**src/sv/int8_scaled_dot_product_logits_assert.svh**
```systemverilog
// Assertion macros for the int8 scaled dot product logits block.
// Each macro samples on clk and is disabled while arst_n is low.
`ifndef INT8_SCALED_DOT_PRODUCT_LOGITS_ASSERT_SVH
`define INT8_SCALED_DOT_PRODUCT_LOGITS_ASSERT_SVH
`ifndef SYNTHESIS
// Same-cycle implication.
`define ISDP_ASSERT_IMP(lbl, ante, cons, msg) \
	lbl: assert property (@(posedge clk) disable iff (!arst_n) (ante) |-> (cons)) \
		else $error(msg);
// Next-cycle implication; the consequent may be a short sequence.
`define ISDP_ASSERT_NXT(lbl, ante, cons, msg) \
	lbl: assert property (@(posedge clk) disable iff (!arst_n) (ante) |=> cons) \
		else $error(msg);
`else
`define ISDP_ASSERT_IMP(lbl, ante, cons, msg)
`define ISDP_ASSERT_NXT(lbl, ante, cons, msg)
`endif
`endif

```
**src/sv/isdp_pkg.sv**
```systemverilog
// Shared types and constants of the int8 scaled dot product logits block.
// Used by the controller, the datapath and the top level; no dependencies.
`timescale 1ns / 1ps
`default_nettype none

package isdp_pkg;

	localparam int LANES     = 4;
	localparam int ELEM_W    = 8;
	localparam int ACC_W     = 32;
	localparam int SCALE_W   = 32;
	localparam int ROW_W     = 20;
	localparam int LOGIT_W   = 59;
	localparam int CFG_IDX_W = 1;
	localparam int CFG_W     = 32;

	localparam logic [SCALE_W-1:0] ACT_SCALE_RESET = 32'd16777216;

	typedef enum logic [CFG_IDX_W-1:0] {
		CFG_ACT_SCALE = 1'b0,
		CFG_FIRST_ROW = 1'b1
	} cfg_idx_t;

	// Operand selection of the shared multiplier.
	typedef enum logic [1:0] {
		MUL_NONE   = 2'd0,
		MUL_SCALES = 2'd1,
		MUL_LOW    = 2'd2,
		MUL_HIGH   = 2'd3
	} mul_sel_t;

	typedef struct packed {
		logic     accum;
		logic     capture;
		mul_sel_t mul_sel;
		logic     load_out;
	} cmd_t;

	typedef struct packed {
		logic [LANES-1:0][ELEM_W-1:0] weight;
		logic [LANES-1:0][ELEM_W-1:0] act;
		logic [SCALE_W-1:0]           row_scale;
	} item_t;

endpackage

`default_nettype wire

```
**src/sv/isdp_ctrl.sv**
```systemverilog
// Controller of the int8 scaled dot product logits block.
// Sequences accumulation, the three multiplier passes and the result load; uses isdp_pkg.
`timescale 1ns / 1ps
`default_nettype none

module isdp_ctrl (
	input  logic          clk,
	input  logic          arst_n,
	input  logic          in_valid,
	input  logic          in_last,
	output logic          in_ready,
	output logic          out_valid,
	input  logic          out_ready,
	output isdp_pkg::cmd_t cmd
);

	typedef enum logic [2:0] {
		ST_ACC,
		ST_SCALE,
		ST_LOW,
		ST_HIGH,
		ST_LOAD
	} state_t;

	state_t state_q;
	logic   out_valid_q;

	assign in_ready  = (state_q == ST_ACC);
	assign out_valid = out_valid_q;

	always_comb begin
		cmd          = '0;
		cmd.mul_sel  = isdp_pkg::MUL_NONE;
		cmd.accum    = (state_q == ST_ACC) && in_valid;
		cmd.capture  = (state_q == ST_ACC) && in_valid && in_last;
		cmd.load_out = (state_q == ST_LOAD) && (!out_valid_q || out_ready);
		case (state_q)
			ST_SCALE: cmd.mul_sel = isdp_pkg::MUL_SCALES;
			ST_LOW:   cmd.mul_sel = isdp_pkg::MUL_LOW;
			ST_HIGH:  cmd.mul_sel = isdp_pkg::MUL_HIGH;
			default:  cmd.mul_sel = isdp_pkg::MUL_NONE;
		endcase
	end

	always_ff @(posedge clk or negedge arst_n) begin
		if (!arst_n) begin
			state_q     <= ST_ACC;
			out_valid_q <= 1'b0;
		end else begin
			case (state_q)
				ST_ACC: begin
					if (cmd.capture) begin
						state_q <= ST_SCALE;
					end
				end
				ST_SCALE: state_q <= ST_LOW;
				ST_LOW:   state_q <= ST_HIGH;
				ST_HIGH:  state_q <= ST_LOAD;
				ST_LOAD: begin
					if (cmd.load_out) begin
						state_q <= ST_ACC;
					end
				end
				default: state_q <= ST_ACC;
			endcase

			if (cmd.load_out) begin
				out_valid_q <= 1'b1;
			end else if (out_ready) begin
				out_valid_q <= 1'b0;
			end
		end
	end

endmodule

`default_nettype wire

```
**config.mk**
```make
export PLATFORM = sky130hd
export DESIGN_NAME = isdp_ctrl
export DESIGN_NICKNAME = d
export VERILOG_FILES = /design/src/sv/int8_scaled_dot_product_logits_assert.svh /design/src/sv/isdp_pkg.sv /design/src/sv/isdp_ctrl.sv
export SDC_FILE = /design/constraint.sdc
export NUM_CORES = 1
export LEC_CHECK = 0
export BUFFER_PORTS_ARGS = -buffer_cell sky130_fd_sc_hd__buf_4
export CORE_AREA = 2 2 39 41
export DETAILED_ROUTE_END_ITERATION = 8
export DIE_AREA = 0 0 41 43
export GPL_ROUTABILITY_DRIVEN = 0
export HOLD_SLACK_MARGIN = 0.02
export PLACE_DENSITY = 0.32
export SETUP_SLACK_MARGIN = 0.2
export SLEW_MARGIN = 20
export SYNTH_ARGS = -nofsm -noshare
export SYNTH_HDL_FRONTEND = slang
export SYNTH_SLANG_ARGS = --single-unit
```
**constraint.sdc**
```tcl
create_clock -name clk -period 1.18 [get_ports clk]
set_input_delay 0.236 -clock clk [delete_from_list [all_inputs] [get_ports clk]]
set_output_delay 0.236 -clock clk [all_outputs]
set_load 0.01 [all_outputs]
```
# --- Yosys cells after proc, flatten, opt, wreduce, memory -nomap -nowiden ---
# Cells that the tools add are included.
# Widths: inputs -> output; s select.
op_classes:
  eq_ne: 6
  reduce_logical: 8
  muxes: 6
op_table:
  columns: ["operator", "count"]
  rows:
  - ["$pmux 3 s5", 1]
  - ["$eq 3x2->1 const B", 2]
  - ["$mux 3", 2]
  - ["$pmux 2 s3", 1]
  - ["$eq 3x1->1 const B", 1]
  - ["$eq 3x3->1 const B", 1]
  - ["$logic_and 1x1->1", 3]
  - ["$logic_not 3->1", 1]
  - ["$mux 1", 2]
  - ["$ne 2x1->1 const B", 1]
  - ["$ne 2x2->1 const B", 1]
  - ["$reduce_and 2->1", 1]
  - ["$reduce_bool 2->1", 1]
  - ["$logic_not 1->1", 1]
  - ["$logic_or 1x1->1", 1]
word_totals:
  in_bits: 5
  out_inout_bits: 7
  register_bits: 4
  wordCells: 22

# --- Logic depth before layout (Yosys ltp) ---
depth:
  word_depth: 5
  depth_mapped: 2
  mapped_depth_nobuf: 2

# --- Least setup slack after synthesis ---
# No wires, ideal clock.
synth_path:
  path_kind: "reg-to-output"
  from: "reg state_q[2]"
  to: "out cmd[3] (netlist name)"
  slack_ps: -111
  arrival_ps: 1055
  required_ps: 944
  path_stages_with_launch: 3
  path_buffers: 0
  path_cell_list: "dfrtp_1 nor3_1 and3_1"
synth_rtl:
  columns: ["item", "line", "text"]
  rows:
  - ["start, declared", "isdp_ctrl.sv:25", "state_t state_q;"]
  - ["start signal, assigned", "isdp_ctrl.sv:47", "state_q <= ST_ACC;"]
  - ["start signal, assigned", "isdp_ctrl.sv:53", "state_q <= ST_SCALE;"]
  - ["start signal, assigned", "isdp_ctrl.sv:56", "ST_SCALE: state_q <= ST_LOW;"]
  - ["end, declared", "isdp_ctrl.sv:14", "output isdp_pkg::cmd_t cmd"]

==> flow_summary.yaml <==
clock_network:
  clock_latency_ns: 0.24
  htree_levels: 1
  clk_pin_slew_worst_paths_ns: 0.04
  numClockSinks: 4
  cts_buffers: 3
  clockBufferDepth: 2
  cts_tree: "built"
  cts_root_buf: "clkbuf_4"
flow_run:
  maxCapViolations: 0
final_layout:
  post-route-cell-area_sq_um: 464.2
  fin_util: 0.3354
  drive_gt1_frac: 0.6818
  area_growth_pct: 136.3
  finalNetCount: 51
  antenna_cells: 0
global_routing:
  grt_use_total: 0.08073
  grt_first_pass_wirelength_microns: 959
  grt_max_degree: 5
  antenna_found_initial: 0
  grt-ovfl-total: 0
  grt_pass1_vias: 243
floorplanning:
  fp.coreArea_sq_mm: 0.001384
  die_area_sq_mm: 0.001763
  rows: 14
  die_w_microns: 41
  die-height_microns: 43
  io_pins: 12
  start_util: 0.1420
sta:
  hold_viol: 0
  period_minus_slack_ns: 1.474
  fin_crit_sh: 1.250
  setup-violations-final: 6
  drv_slew: 0
  rsz0062_at_grt: "yes"
  fin_skew_ns: 0.004557
  relSlewSlack: 0.8476
  worstMarginPinSlew_ns: 0.2282
  fmax_mhz: 678.2
  worst_slack_ns: -0.2945
route:
  drt_iter0_drc: 1
  drt-total-wl_microns: 563
  antenna_left: 0
  drt_first_pass_iters: 2
  route.detailed.drc: 0
  wire_per_inst_microns: 9.383
  via_per_inst: 3.933
  route.vias.total: 236
synthesis:
  syn_area_sq_um: 196.4
  ys_warn_count: 0
  synth_area_leaders: "dfrtp_1 (51%), and2b_2 (8.9%), nor2_1 (5.7%)"
  synth_seq_area_share: 0.5096
  synthesis.nets: 24
  synth_ff_type: "dfrtp_1"
  syn_inst: 19
  yosysTopAreaCell: "dfrtp_1"
  synth_edf_count: 0
  ys_types: 12
  syn_area_per_cell_sq_um: 10.34
  synthArstFlopShare: 1.000
  yosysTopAreaCellShare: 0.5096
  synth.most_common_cell: "dfrtp_1"
  synth-seq-cells: 4
  synthTopCellsByCount: "dfrtp_1 (4), nor2_1 (3), and2b_2 (2), nor3_1 (2)"
place:
  place_area_sq_um: 359.1
  dpl.hpwl_microns: 419.2
  port_buffers: 11
run_status:
  violations: "setup timing"
  status: "finished with violations"
setup_path:
  path_class: "flop to primary output"
  critPathMaxFanout: 3
  cp.arrival_ns: 1.24
  critPathCaptureType: "primary output"
  worstSetupStartpointType: "flop"
  r2r_cells: 4
  required_ns: 0.94
power_and_ir_drop:
  leakagePower_nw: 0.2364
  powerDensity_mw_per_mm2: 2822
  finalPower_mw: 1.310
  vdd_drop_max_mv: 0.8039
min_path:
  hold_class: "input pin to flop"
  holdPathStages: 3
==> flip-flops by register name, indices dropped and copies added (netlist names) <==
name / count
out_valid: 1
state_q: 3
==> cells by family (layout without fill, tap and decap cells) <==
family                    after synthesis  in the layout  share of synthesized area
AOI/OAI and AO/OA                       2              2                    0.07641
xor gates and xnor gates                1              1                    0.04459
and+or+nand+nor                        12             12                     0.3695
buffers and inverters                   0             25                          0
DFF                                     4              4                     0.5096
==> worst paths after layout <==
check                                        from                     end  slack (ns)
setup / recovery           state_q[1]$_DFFE_PN0P_                  cmd[0]       -0.29
hold / removal                          out_ready   out_valid$_DFFE_PN0P_        0.32
setup reg to reg           state_q[2]$_DFFE_PN0P_  state_q[2]$_DFFE_PN0P_        0.09
hold reg to reg            state_q[0]$_DFFE_PN0P_  state_q[0]$_DFFE_PN0P_        0.61
max in group asynchronous                  arst_n  state_q[0]$_DFFE_PN0P_        0.75
min in group asynchronous                  arst_n   out_valid$_DFFE_PN0P_        0.33
==> critical path: stages, from the launching register on <==
cell     delay (ns)
dfrtp_1        0.40
or3b_4         0.41
nor2_2         0.08
buf_4          0.12
==> layer usage <==
metal | up-vias | global-route usage | part of all wire
met2 | 6 | 0.1188 | 0.53
met3 | 0 | 0.06283 | 0.080
li1 | 116 | - | -
met4 | 0 | 0 | 0
met5 | - | 0 | 0
met1 | 114 | 0.09804 | 0.39
==> stage by stage <==
| stage | setup WS [ns] | instances | TNS (ns) | hold WS [ns] |
|---|---|---|---|---|
| 2_1_floorplan | -0.008396 | 19 | -0.008396 | -0.05959 |
| 3_3_place_gp | -0.06737 | 53 | -0.1692 | 0.03289 |
| 3_5_place_dp | -0.08004 | 53 | -0.1971 | 0.03485 |
| 4_1_cts | -0.3120 | 60 | -1.573 | 0.3186 |
| 5_1_grt | -0.3539 | 60 | -1.824 | 0.3353 |
| 6_report | -0.2945 | 60 | -1.469 | 0.3217 |
==> area by class of cell <==
type / count / area (sq um)
clock buffers: 3 / 22.52
multi-input cells: 15 / 120.1
flip-flops and latches: 4 / 100.1
repair buffers: 22 / 201.4
well taps: 16 / 20.02
fillers: 152 / 919.6
==> report_power, final <==
group | leakage, nW | total (mW) | switching (mW) | internal (mW)
Combinational | 0.171 | 0.888 | 0.317 | 0.572
Sequential | 0.0517 | 0.251 | 0.0513 | 0.200
Clock | 0.0138 | 0.170 | 0.0566 | 0.114
Total | 0.236 | 1.31 | 0.425 | 0.885
==> timing repair <==
action | 4_1_cts | 5_1_grt
pin swaps | 5 | 6
setup buffers | 3 | 0
setup endpoints to repair | 8 | 10
resized for setup | 7 | 5
gates cloned | 0 | 0
hold buffers | 1 | 0
endpoints found under the hold margin | 4 | 0
==> cell usage in the layout (no fill, tap or decap) <==
master,instances
a32o_1,1
nand2b_1,1
and2_1,1
nor3_1,1
a21oi_1,1
xnor2_2,1
dlygate4sd3_1,1
buf_4,12
dfrtp_1,4
and3_1,1
or3b_4,1
clkbuf_4,3
nor2_2,1
and2b_2,2
nor3_4,1
nor2b_1,1
buf_6,9
nor2_1,2
(Power assumes the default switching activity.)
